<file path="config.mk">
export PLATFORM = sky130hd
export DESIGN_NAME = plasma_pixel_generator
export DESIGN_NICKNAME = d
export VERILOG_FILES = /design/src/hdl/ppg_pkg.sv /design/src/hdl/plasma_pixel_generator.sv
export SDC_FILE = /design/constraint.sdc
export NUM_CORES = 1
export LEC_CHECK = 0
export BUFFER_PORTS_ARGS = -buffer_cell sky130_fd_sc_hd__buf_2
export CELL_PAD_IN_SITES_DETAIL_PLACEMENT = 1
export CELL_PAD_IN_SITES_GLOBAL_PLACEMENT = 1
export CORE_MARGIN = 10
export CORE_UTILIZATION = 45
export DETAILED_ROUTE_END_ITERATION = 10
export GPL_ROUTABILITY_DRIVEN = 0
export PLACE_DENSITY_LB_ADDON = 0.12
export SYNTH_ARGS = -nofsm -noshare
export SYNTH_HDL_FRONTEND = slang
export SYNTH_SLANG_ARGS = --single-unit
</file>
<file path="constraint.sdc">
create_clock -name clk -period 5.8 [get_ports clk]
set_input_delay 1.16 -clock clk [delete_from_list [all_inputs] [get_ports clk]]
set_output_delay 1.16 -clock clk [all_outputs]
set_load 0.01 [all_outputs]
</file>
<file path="src/hdl/ppg_pkg.sv">
// Package for the plasma pixel generator: sine ROM, rainbow palette and pipeline types.
package ppg_pkg;

  localparam int unsigned CoordW = 8;
  localparam int unsigned ColorW = 16;
  localparam int unsigned StageCount = 4;

  typedef logic [CoordW-1:0] coord_t;
  typedef logic [ColorW-1:0] color_t;

  typedef struct packed {
    coord_t idx_a;
    coord_t idx_b;
    coord_t idx_c;
  } idx_bundle_t;

  typedef struct packed {
    coord_t sin_a;
    coord_t sin_b;
    coord_t sin_c;
  } sin_bundle_t;

  // Quarter sine wave, entries 0..64 of floor((sin(2*pi*i/256) + 1) * 127.5).
  localparam logic [7:0] QUARTER_SINE [65] = '{
    8'd127, 8'd130, 8'd133, 8'd136, 8'd139, 8'd143, 8'd146, 8'd149, 8'd152, 8'd155,
    8'd158, 8'd161, 8'd164, 8'd167, 8'd170, 8'd173, 8'd176, 8'd179, 8'd182, 8'd184,
    8'd187, 8'd190, 8'd193, 8'd195, 8'd198, 8'd200, 8'd203, 8'd205, 8'd208, 8'd210,
    8'd213, 8'd215, 8'd217, 8'd219, 8'd221, 8'd224, 8'd226, 8'd228, 8'd229, 8'd231,
    8'd233, 8'd235, 8'd236, 8'd238, 8'd239, 8'd241, 8'd242, 8'd244, 8'd245, 8'd246,
    8'd247, 8'd248, 8'd249, 8'd250, 8'd251, 8'd251, 8'd252, 8'd253, 8'd253, 8'd254,
    8'd254, 8'd254, 8'd254, 8'd254, 8'd255
  };

  // Full-wave sine lookup folded from the quarter table.
  function automatic coord_t sine_lookup(input coord_t idx);
    logic [6:0] k;
    logic [6:0] addr;
    logic [7:0] q;
    k = {1'b0, idx[5:0]};
    addr = idx[6] ? (7'd64 - k) : k;
    q = QUARTER_SINE[addr];
    if (idx[7]) begin
      if (q > 8'd254) begin
        q = 8'd254;
      end
      q = 8'd254 - q;
    end
    return q;
  endfunction

  // Piecewise-linear rainbow palette packed to RGB565.
  function automatic color_t rainbow565(input coord_t p);
    logic [7:0] r;
    logic [7:0] g;
    logic [7:0] b;
    logic [7:0] step4;
    logic [7:0] step8;
    step4 = {1'b0, p[4:0], 2'b00};
    step8 = {p[4:0], 3'b000};
    r = 8'd0;
    g = 8'd0;
    b = 8'd0;
    unique case (p[7:5])
      3'd0: begin
        r = step4;
        b = 8'd128 - step4;
      end
      3'd1: begin
        r = 8'd128 + step4;
      end
      3'd2: begin
        r = 8'd255;
        g = step4;
      end
      3'd3: begin
        r = 8'd255;
        g = 8'd128 + step4;
      end
      3'd4: begin
        r = 8'd255 - step4;
        g = 8'd255;
        b = step4;
      end
      3'd5: begin
        r = 8'd128 - step4;
        g = 8'd255;
        b = 8'd255;
      end
      3'd6: begin
        g = 8'd255 - step4;
        b = 8'd255;
      end
      default: begin
        r = step8;
        g = step8;
        b = 8'd255;
      end
    endcase
    return {r[7:3], g[7:2], b[7:3]};
  endfunction

endpackage

</file>
<file path="src/hdl/plasma_pixel_generator.sv">
// Plasma pixel generator: four-stage pipeline from coordinates and frame time to RGB565.
//
// Usage:
//   Input channel in_valid/in_ready carries one pixel request per beat:
//   in_pixel_x, in_pixel_y (coordinates, any 8-bit value) and in_frame_time.
//   Output channel out_valid/out_ready returns one RGB565 color per beat on
//   out_pixel_color, red in bits 15-11, green 10-5, blue 4-0.
//   Results come back in request order, exactly one per request.
// Throughput: one beat per clock, sustained, while out_ready stays high.
// Pipeline: one register per stage: stage 1 forms the three sine indices,
//   stage 2 reads the sine ROM three times, stage 3 adds the three sine
//   words mod 256, stage 4 looks up the palette and holds the output beat.
// Stalls: each stage advances when the next one is empty or advancing, so a
//   low out_ready holds the output beat and fills the empty stages behind it;
//   in_ready drops only when all four stages are full. Nothing is dropped or
//   repeated. With out_ready high, in_ready is high in the same cycle.
// Reset: synchronous, active low rst_n clears all stage valid bits; in_ready
//   is high and out_valid low from the first cycle after reset.
module plasma_pixel_generator (
  input  logic                  clk,
  input  logic                  rst_n,
  input  logic                  in_valid,
  output logic                  in_ready,
  input  ppg_pkg::coord_t       in_pixel_x,
  input  ppg_pkg::coord_t       in_pixel_y,
  input  ppg_pkg::coord_t       in_frame_time,
  output logic                  out_valid,
  input  logic                  out_ready,
  output ppg_pkg::color_t       out_pixel_color
);

  // Stage valid bits, stage 0 is index formation, stage 3 the output register.
  logic [ppg_pkg::StageCount-1:0] vld_r;
  logic [ppg_pkg::StageCount-1:0] vld_nxt;
  logic [ppg_pkg::StageCount-1:0] adv;

  ppg_pkg::idx_bundle_t idx_r;
  ppg_pkg::idx_bundle_t idx_nxt;
  ppg_pkg::sin_bundle_t sin_r;
  ppg_pkg::sin_bundle_t sin_nxt;
  ppg_pkg::coord_t      sum_r;
  ppg_pkg::coord_t      sum_nxt;
  ppg_pkg::color_t      color_r;
  ppg_pkg::color_t      color_nxt;

  // Frame-time multiples and the diagonal term.
  ppg_pkg::coord_t t3;
  ppg_pkg::coord_t t5;
  logic [ppg_pkg::CoordW:0] diag_sum;

  // A stage may load when it is empty or its content moves on this cycle.
  always_comb begin
    adv[ppg_pkg::StageCount-1] = !vld_r[ppg_pkg::StageCount-1] || out_ready;
    for (int i = ppg_pkg::StageCount - 2; i >= 0; i--) begin
      adv[i] = !vld_r[i] || adv[i+1];
    end
  end

  assign in_ready = adv[0];

  // Shift valid bits forward; a stage whose content leaves without refill clears.
  always_comb begin
    vld_nxt = vld_r;
    if (adv[0]) begin
      vld_nxt[0] = in_valid;
    end
    for (int i = 1; i < ppg_pkg::StageCount; i++) begin
      if (adv[i]) begin
        vld_nxt[i] = vld_r[i-1];
      end
    end
  end

  // Stage 1: sine indices, all mod 256.
  always_comb begin
    t3 = in_frame_time + {in_frame_time[ppg_pkg::CoordW-2:0], 1'b0};
    t5 = in_frame_time + {in_frame_time[ppg_pkg::CoordW-3:0], 2'b00};
    diag_sum = {1'b0, in_pixel_x} + {1'b0, in_pixel_y};
    idx_nxt.idx_a = in_pixel_x + in_frame_time;
    idx_nxt.idx_b = in_pixel_y + t3;
    idx_nxt.idx_c = diag_sum[ppg_pkg::CoordW:1] + t5;
  end

  // Stage 2: three ROM reads.
  always_comb begin
    sin_nxt.sin_a = ppg_pkg::sine_lookup(idx_r.idx_a);
    sin_nxt.sin_b = ppg_pkg::sine_lookup(idx_r.idx_b);
    sin_nxt.sin_c = ppg_pkg::sine_lookup(idx_r.idx_c);
  end

  // Stage 3: wrap the sum to 8 bits.
  assign sum_nxt = sin_r.sin_a + sin_r.sin_b + sin_r.sin_c;

  // Stage 4: palette.
  assign color_nxt = ppg_pkg::rainbow565(sum_r);

  always_ff @(posedge clk) begin
    if (!rst_n) begin
      vld_r <= '0;
    end else begin
      vld_r <= vld_nxt;
    end
  end

  // Payload registers load only when their stage advances.
  always_ff @(posedge clk) begin
    if (adv[0]) begin
      idx_r <= idx_nxt;
    end
    if (adv[1]) begin
      sin_r <= sin_nxt;
    end
    if (adv[2]) begin
      sum_r <= sum_nxt;
    end
    if (adv[3]) begin
      color_r <= color_nxt;
    end
  end

  assign out_valid       = vld_r[ppg_pkg::StageCount-1];
  assign out_pixel_color = color_r;

endmodule

</file>
==> flow_summary.ini, run 1 <==
[global_route]
grt_pass1_vias = 7924
grt_util_all_layers_pct = 18.7
grt_pass1_wl_um = 41200
grt_max_degree = 40
antenna_found_initial = 0
busiest_layer = met2
use_met3_pct = 2.95
gr-total-overflow = 0
grtUsageMet2_pct = 30.9
use_met1_pct = 25.2

[power]
pwr-share-comb_pct = 70.5
max-vdd-ir-drop_mv = 0.255
clkPwrFrac_pct = 8.3
p_seq_share_pct = 21.1
swShare_pct = 50.8
switching_power_mw = 3.34
power_leakage_nw = 3.80
internal-power_mw = 3.23
cellPowerDensity_nw_per_um2 = 685

[setup_path]
cp.depth = 13
critPathKind = reg -> reg
critPathCaptureType = flop
crit_path_cell_trace = clkinv_1, ha_1, nor3b_2, o21a_2, nor2_1, mux4_2, mux2_4, o22ai_4, nand2_1, o31a_1, ha_1, a31o_1, xnor2_1
path_buf_inv = 1
setup.worst_path.start_class = flop
ff2ff_path_depth = 13
cp_top_family = simple AND/OR/NAND/NOR gates
path_common_cell = ha_1
cp_max_fo = 16
cp.required_ns = 5.87
slowest_stage = nor2_1
critPathArrivalTime_ns = 5.04
cpPeakStageDelay_ns = 0.63

[clock_tree]
clock_path_buffers = 2
clk_latency_ns = 0.34
cts_sinks = 76
cts_hold_buffers = 0
post-cts-setup-buffer-count = 0
cts_made_buffers = 9
htree_levels = 3
cts_root_buffer = clkbuf_16
cts_tree = yes
cts_resized = 0
clkTransAtPathRegs_ns = 0.07

[timing]
slew_headroom_pct = 30.6
rsz0062_at_grt = no
slew_viol_final = 0
hold_viol = 0
finalCriticalPeriod_ns = 4.97
finalSetupViolCount = 0
fin_crit_sh_pct = 85.7
finClkSkew_ns = 0.0100
setup_tns_ns = 0
worst_pin_slew_ns = 1.03
timing.fmax_mhz = 201

[logic_synthesis]
synth_area_leaders = edfxtp_1 24%, ha_1 8.4%, fa_1 5.1%, xnor2_1 4.8%, a21oi_1 4.1%
synth.top_cells.by_count = 74 x a21oi_1, 73 x inv_1, 72 x edfxtp_1
ys_seq_area_share_pct = 25.0
yosysWarningCount = 0
synth_most_common_cell = a21oi_1
synth_cell_types = 103
synth_top_cell_by_area = edfxtp_1
syn_nets = 1148
synth_top_area_share_pct = 24.1
syn_area_per_cell_um2 = 8.66
synthCells = 1037
ys.flop_type = edfxtp_1
synth_edf_count = 72
yosys_register_bits = 76
async_flop_share_pct = 0
syn_area_um2 = 8980

[route]
drt_pass1_iterations = 5
drc = 0
drtAntennaViolNets = 0
num_vias = 7819
drt-total-wl_um = 24500
drt_iter0_drc = 446
via_per_inst = 5.99
avgRoutedWirePerCell_um = 18.8

[floorplan]
initial_core_util_pct = 46.0
die_h_um = 161
dieWidth_um = 161
num_rows = 51
dieArea_um2 = 26000
core_area_um2 = 19500
io_pins = 46

[finish]
nNetsFinal = 1146
syn2layout_area_growth_pct = 6.80
antenna_cells = 0
final.fill_count = 2375
final_cells = 1305
drive_above_1_share_pct = 12.3

[place]
dp_cells = 1289
hpwl_um = 18600
portBuffers = 45

[worst_hold_path]
holdPathStages = 2
hold_path_class = reg -> reg

[flow_run]
maxCapViolations = 0

[outcome]
status = completed
==> worst min-delay path, delay by kind of cell, from the launching register on <==
kind            cells  cell delay, ns
flops               1            0.32
simple gates        1            0.10
compound gates      1            0.04
==> logic make-up (layout without fill, tap and decap cells) <==
group | count (synthesis) | after routing | synth area share [%]
flops | 76 | 76 | 25.0
mux | 18 | 18 | 2.42
fa+ha+maj | 83 | 83 | 13.5
xor+xnor | 68 | 68 | 7.05
buf+inv | 150 | 153 | 7.06
simple gates | 302 | 302 | 17.8
compound gates | 340 | 340 | 27.3
==> worst paths after layout <==
kind                            endpoint  slack (ns)  startpoint
worst max-delay path            sin_r[4]        0.83    idx_r[0]
worst min-delay path            vld_r[2]        0.49    vld_r[1]
worst max register to register  sin_r[4]        0.83    idx_r[0]
worst min register to register  vld_r[2]        0.49    vld_r[1]
==> through the flow <==
step | total power [mW] | utilization, % | setup WS [ns] | hold WS, ns | area, um2
final | 6.57 | 49.1 | 0.827 | 0.494 | 9590
after global routing | 7.20 | 49.1 | 0.514 | 0.510 | 9590
after CTS | 6.57 | 49.1 | 0.871 | 0.503 | 9590
after detailed placement | 5.98 | 47.6 | 0.907 | 0.491 | 9300
after global placement | 5.87 | 47.6 | 1.08 | 0.468 | 9300
after floorplan | 4.93 | - | 1.80 | 0.451 | 8980
==> cell usage in the layout, fill, tap and decap left out, types with 6 or more instances in the layout <==
| master | n |
|---|---|
| a211oi_1 | 11 |
| a21o_1 | 11 |
| a21oi_1 | 74 |
| a22oi_1 | 6 |
| a311o_1 | 6 |
| a31oi_1 | 13 |
| and2_1 | 9 |
| buf_2 | 45 |
| buf_4 | 14 |
| clkbuf_16 | 9 |
| edfxtp_1 | 72 |
| fa_1 | 23 |
| ha_1 | 60 |
| inv_1 | 73 |
| mux2_2 | 6 |
| mux2i_1 | 9 |
| nand2_1 | 69 |
| nand2b_1 | 29 |
| nand3_1 | 20 |
| nor2_1 | 71 |
| nor2b_1 | 15 |
| nor3_1 | 26 |
| nor4_1 | 10 |
| o211ai_1 | 11 |
| o21a_1 | 6 |
| o21ai_0 | 53 |
| o21ai_1 | 14 |
| o21bai_1 | 13 |
| o221ai_1 | 11 |
| o22ai_1 | 9 |
| o31ai_1 | 12 |
| xnor2_1 | 49 |
| xor2_1 | 14 |
==> power groups by stage <==
stage / Sequential (mW) / Clock, mW / Combinational, mW
2_1_floorplan: 1.22 / 0 / 3.72
3_3_place_gp: 1.39 / 0 / 4.48
3_5_place_dp: 1.39 / 0 / 4.59
4_1_cts: 1.39 / 0.559 / 4.63
5_1_grt: 1.43 / 0.589 / 5.18
6_report: 1.39 / 0.548 / 4.63
==> sequential cells by signal, indices dropped and copies added (netlist names) <==
register and count:
idx_r 24, out_pixel_color 16, sin_r 24, sum_r 8, vld_r 4
==> cell type report <==
| type | count | area [um2] | share of cell area, % |
|---|---|---|---|
| Clock buffer | 9 | 225 | 2.35 |
| Clock inverter | 7 | 65.1 | 0.678 |
| Inverter | 78 | 293 | 3.05 |
| Multi-Input combinational cell | 811 | 6100 | 63.6 |
| Sequential cell | 76 | 2240 | 23.4 |
| Tap cell | 265 | 332 | 3.46 |
| Timing Repair Buffer | 59 | 330 | 3.44 |
==> metal layers <==
layer / wire length (um) / vias up
li1: - / 3846
met1: 11700 / 3815
met2: 11600 / 140
met3: 979 / 18
met4: 232 / 0
met5: 0 / -
Power figures use the tool's default switching activity.
==> inputs of run 2 (changes only) <==
Settings changed: BUFFER_PORTS_ARGS -buffer_cell sky130_fd_sc_hd__buf_2 to default, DONT_BUFFER_PORTS from default to 1.
==> run 2 against run 1 <==
  * Global-route usage hardly changed
  * Clock-buffer cell count unchanged
  * First-iteration DRC count down 16%
==> flow_summary.ini, run 2 (same netlist as run 1, synthesis figures left out) <==
[outcome]
status = completed

[finish]
syn2layout_area_growth_pct = 4.75
nNetsFinal = 1101
drive_above_1_share_pct = 8.34
final_common_cell = a21oi_1
antenna_cells = 0
layout_common_cells = 74 x a21oi_1, 73 x inv_1, 72 x edfxtp_1

[route]
drtAntennaViolNets = 0
num_vias = 7725
drc = 0
drt_iter0_drc = 374
drt_pass1_iterations = 5
via_per_inst = 6.13
drt-total-wl_um = 24400
avgRoutedWirePerCell_um = 19.4

[floorplan]
dieWidth_um = 161
io_pins = 46
dieArea_um2 = 26000
num_rows = 51
core_area_um2 = 19500
initial_core_util_pct = 46.0
die_h_um = 161

[timing]
slew_headroom_pct = 34.4
setup_tns_ns = 0
worst_pin_slew_ns = 0.979
rsz0062_at_grt = no
timing.fmax_mhz = 200
fin_crit_sh_pct = 86.2
finalCriticalPeriod_ns = 5.00
hold_viol = 0
slew_viol_final = 0
finalSetupViolCount = 0
finClkSkew_ns = 0.0156

[global_route]
grt_pass1_wl_um = 41300
grt_pass1_vias = 7919
antenna_found_initial = 0
grt_max_degree = 30
grt_util_all_layers_pct = 18.7
gr-total-overflow = 0

[clock_tree]
clock_path_buffers = 2
cts_resized = 0
cts_tree = yes
clk_latency_ns = 0.34
htree_levels = 3
cts_made_buffers = 9
cts_root_buffer = clkbuf_16
clkTransAtPathRegs_ns = 0.06
cts_hold_buffers = 0
cts_sinks = 76
post-cts-setup-buffer-count = 0

[setup_path]
critPathKind = reg -> reg
critPathCaptureType = flop
cp_max_fo = 16
critPathArrivalTime_ns = 5.07
setup.worst_path.start_class = flop
cp.required_ns = 5.87

[power]
max-vdd-ir-drop_mv = 0.331
power_mw = 6.59
cellPowerDensity_nw_per_um2 = 700
power_leakage_nw = 3.64

[place]
portBuffers = 0
hpwl_um = 18600

[worst_hold_path]
hold_path_class = reg -> reg

[flow_run]
maxCapViolations = 0
-- run 2: layout make-up --
type	count	area, um2
multi-input cells	811	6100
well taps	265	332
clock inverters	7	106
inverters	78	293
clock buffers	9	225
repair buffers	14	105
flip-flops and latches	76	2240
fillers	2299	10100
-- run 2: power breakdown --
part	internal (mW)	switching, mW
Combinational	1.83	2.68
Clock	0.385	0.245
Sequential	1.06	0.390
Total	3.28	3.31
-- run 2: metrics by stage --
step | hold WS, ns | worst slack, ns | instances | utilization [%] | area (um2)
floorplan | 0.451 | 1.80 | 1037 | - | 8980
global placement | 0.470 | 1.04 | 1244 | 46.5 | 9070
detailed placement | 0.505 | 0.877 | 1244 | 46.5 | 9070
CTS | 0.518 | 0.868 | 1260 | 48.2 | 9410
global route | 0.543 | 0.506 | 1260 | 48.2 | 9410
finish | 0.502 | 0.798 | 1260 | 48.2 | 9410
-- run 2: worst max-delay path: stages, from the launching register on --
cell and delay (ns):
edfxtp_1 0.62, clkinv_1 0.37, ha_1 0.50, nor3b_2 0.27
o21a_2 0.26, nor2_1 0.69, mux4_2 0.60, mux2_4 0.28
o22ai_4 0.24, nand2_1 0.12, o31a_1 0.26, ha_1 0.22
a31o_1 0.19, xnor2_1 0.12
-- run 2: path summary, 6_finish.rpt --
check                              start        to  slack (ns)  depth (start not counted)
worst max-delay path            idx_r[0]  sin_r[4]        0.80                         13
worst min-delay path            vld_r[1]  vld_r[2]        0.50                          2
worst max register to register  idx_r[0]  sin_r[4]        0.80                         13
worst min register to register  vld_r[1]  vld_r[2]        0.50                          2
-- run 2: metal layers --
layer / vias to the layer above / share of wire (%) / GRT usage (%)
met5: - / 0 / 0
met4: 0 / 1.5 / 4.55
met3: 27 / 4.1 / 3.61
met2: 132 / 47 / 30.7
met1: 3823 / 47 / 24.8
li1: 3743 / - / -
==> inputs of run 3 (changes only) <==
Settings changed: ABC_AREA from default to 1.
==> run 3 against run 2 <==
  * Non-clock buffer count down 13
  * Register-to-register slack better by 1.3 ns
  * Clock-buffer cell count unchanged
  * Combinational power fell by 19%
  * Area after synthesis is 16% lower
  * First-iteration DRC count is 32% lower
  * Die area down 14%
  * Clock power fell by 10%
  * Design area down 15%
  * Global-route usage fell by 0.77 points
  * Via count fell by 16%
  * Flip-flop and latch count unchanged
==> flow_summary.ini, run 3 <==
[outcome]
status = completed

[setup_path]
setup.worst_path.start_class = input pin
ff2ff_setup_slack_ns = 2.13
critPathCaptureType = flop
critPathArrivalTime_ns = 4.00
cp.required_ns = 5.90
cp_max_fo = 4
critPathKind = in -> reg
ff2ff_path_depth = 23
r2r_end = sin_r[14]
r2r-start = idx_r[8]

[logic_synthesis]
synth_area_leaders = edfxtp_1 29%, nand2_1 15%, ha_1 10%, nand3_1 7.4%, inv_1 7.3%
synthCells = 1025
synth_edf_count = 72
synth_most_common_cell = nand2_1
ys.flop_type = edfxtp_1
syn_nets = 1136
yosysWarningCount = 0
async_flop_share_pct = 0
synth_top_cell_by_area = edfxtp_1
yosys_register_bits = 76
synth.top_cells.by_count = 311 x nand2_1, 147 x inv_1, 111 x nand3_1
synth_cell_types = 41
syn_area_um2 = 7540
ys_seq_area_share_pct = 29.7
synth_top_area_share_pct = 28.7
syn_area_per_cell_um2 = 7.36

[finish]
final_common_cell = nand2_1
drive_above_1_share_pct = 5.18
postLayoutCoreUtil_pct = 48.4
syn2layout_area_growth_pct = 6.04
layout_common_cells = 311 x nand2_1, 147 x inv_1, 111 x nand3_1
antenna_cells = 0
multi_input_area_um2 = 4590
final.fill_count = 2140
nNetsFinal = 1130
area.sequential_um2 = 2240

[clock_tree]
htree_levels = 3
cts_root_buffer = clkbuf_16
clk_latency_ns = 0.35
cts_tree = yes
cts_resized = 0
cts_made_buffers = 9
cts_sinks = 76
post-cts-setup-buffer-count = 0
cts_hold_buffers = 0
clock_path_buffers = 2
clkTransAtPathRegs_ns = 0.08

[place]
portBuffers = 0
hpwl_um = 15800

[floorplan]
dieArea_um2 = 22300
die_h_um = 149
initial_core_util_pct = 45.6
io_pins = 46
dieWidth_um = 149
num_rows = 47
core_area_um2 = 16500

[route]
drt_iter0_drc = 256
num_vias = 6481
drtAntennaViolNets = 0
avgRoutedWirePerCell_um = 15.6
drt_pass1_iterations = 4
drc = 0
via_per_inst = 5.21
drt-total-wl_um = 19400

[global_route]
grt_pass1_wl_um = 33000
grt_util_all_layers_pct = 17.9
antenna_found_initial = 0
grt_pass1_vias = 6747
gr-total-overflow = 0
grt_max_degree = 26

[power]
power_leakage_nw = 3.98
max-vdd-ir-drop_mv = 0.390
cellPowerDensity_nw_per_um2 = 688

[timing]
slew_headroom_pct = 39.9
setup_tns_ns = 0
finalCriticalPeriod_ns = 3.90
finalSetupViolCount = 0
rsz0062_at_grt = no
timing.fmax_mhz = 256
finClkSkew_ns = 0.0132
fin_crit_sh_pct = 67.3
hold_viol = 0
slew_viol_final = 0
worst_pin_slew_ns = 0.901

[worst_hold_path]
hold_path_class = reg -> reg
worstHoldEndpoint = vld_r[2]
worst_hold_startpoint = vld_r[1]
holdPathStages = 2

[flow_run]
maxCapViolations = 0
-- run 3: changes by cell type in the layout (fill, tap and decap cells not counted), sizes merged, moves of 19 or more --
cell | before | now
o21ai | 67 | 48
a21oi | 74 | 37
xnor2 | 51 | 18
nand2 | 70 | 319
nand3 | 20 | 118
inv | 79 | 163
nand2b | 29 | 0
nor3 | 29 | 2
-- run 3: worst max path at each step --
stage                        startpoint        to  slack [ns]  cells past startpoint
after detailed placement  in_pixel_x[2]  idx_r[7]        1.53                     17
after CTS                 in_pixel_x[2]  idx_r[7]        1.88                     17
after global routing      in_pixel_x[2]  idx_r[7]        1.60                     17
after floorplan           in_pixel_x[2]  idx_r[7]        1.77                     17
final                     in_pixel_x[2]  idx_r[7]        1.90                     17
after global placement    in_pixel_x[2]  idx_r[7]        1.56                     17
-- run 3: kinds of logic (layout without fill, tap and decap cells) --
group	Yosys count	in the layout	synth area share (%)
AOI/OAI and AO/OA	113	113	8.94
DFF	76	76	29.7
xor gates and xnor gates	47	47	5.71
adders and majority gates	83	83	16.1
and+or+nand+nor	530	530	30.1
buffers and inverters	176	175	9.42
-- run 3: layout make-up --
class	count	area share (%)
inverter	158	7.42
sequential	76	28.0
clock buffer	9	2.82
tap	220	3.44
timing repair buffer	1	0.0939
multi-input combinational	773	57.4
clock inverter	7	0.814
-- run 3: worst max-delay path, stage by stage --
cell	delay [ns]
ha_1	0.34
a21oi_1	0.17
o21ai_0	0.15
a21o_1	0.18
a21oi_1	0.20
xor2_1	0.12
fa_1	0.48
inv_1	0.04
ha_1	0.28
inv_1	0.10
nor2_1	0.06
nor2_1	0.13
o21ai_0	0.10
a21oi_1	0.16
xnor2_1	0.15
xnor2_1	0.13
inv_1	0.05
-- run 3: metrics by stage --
stage               hold WS, ns  power, mW  instances  area [um2]  setup WS (ns)
floorplan                 0.434       4.10       1025        7540           1.77
global placement          0.449       4.87       1228        7710           1.56
detailed placement        0.461       4.97       1228        7710           1.53
CTS                       0.475       5.56       1244        8000           1.88
global route              0.483       6.17       1244        8000           1.60
finish                    0.470       5.50       1244        8000           1.90
-- run 3: report_power, final --
group | internal (mW) | total, mW | switching (mW)
sequential | 1.05 | 1.30 | 0.251
combinational | 1.25 | 3.64 | 2.39
clock | 0.302 | 0.564 | 0.263
-- run 3: metal layers --
metal / routed length, um / global-route usage [%] / vias up
met1: 8980 / 22.4 / 3062
met5: 0 / 0 / -
met3: 742 / 3.38 / 19
met4: 279 / 4.86 / 0
met2: 9420 / 30.8 / 74
li1: - / - / 3326
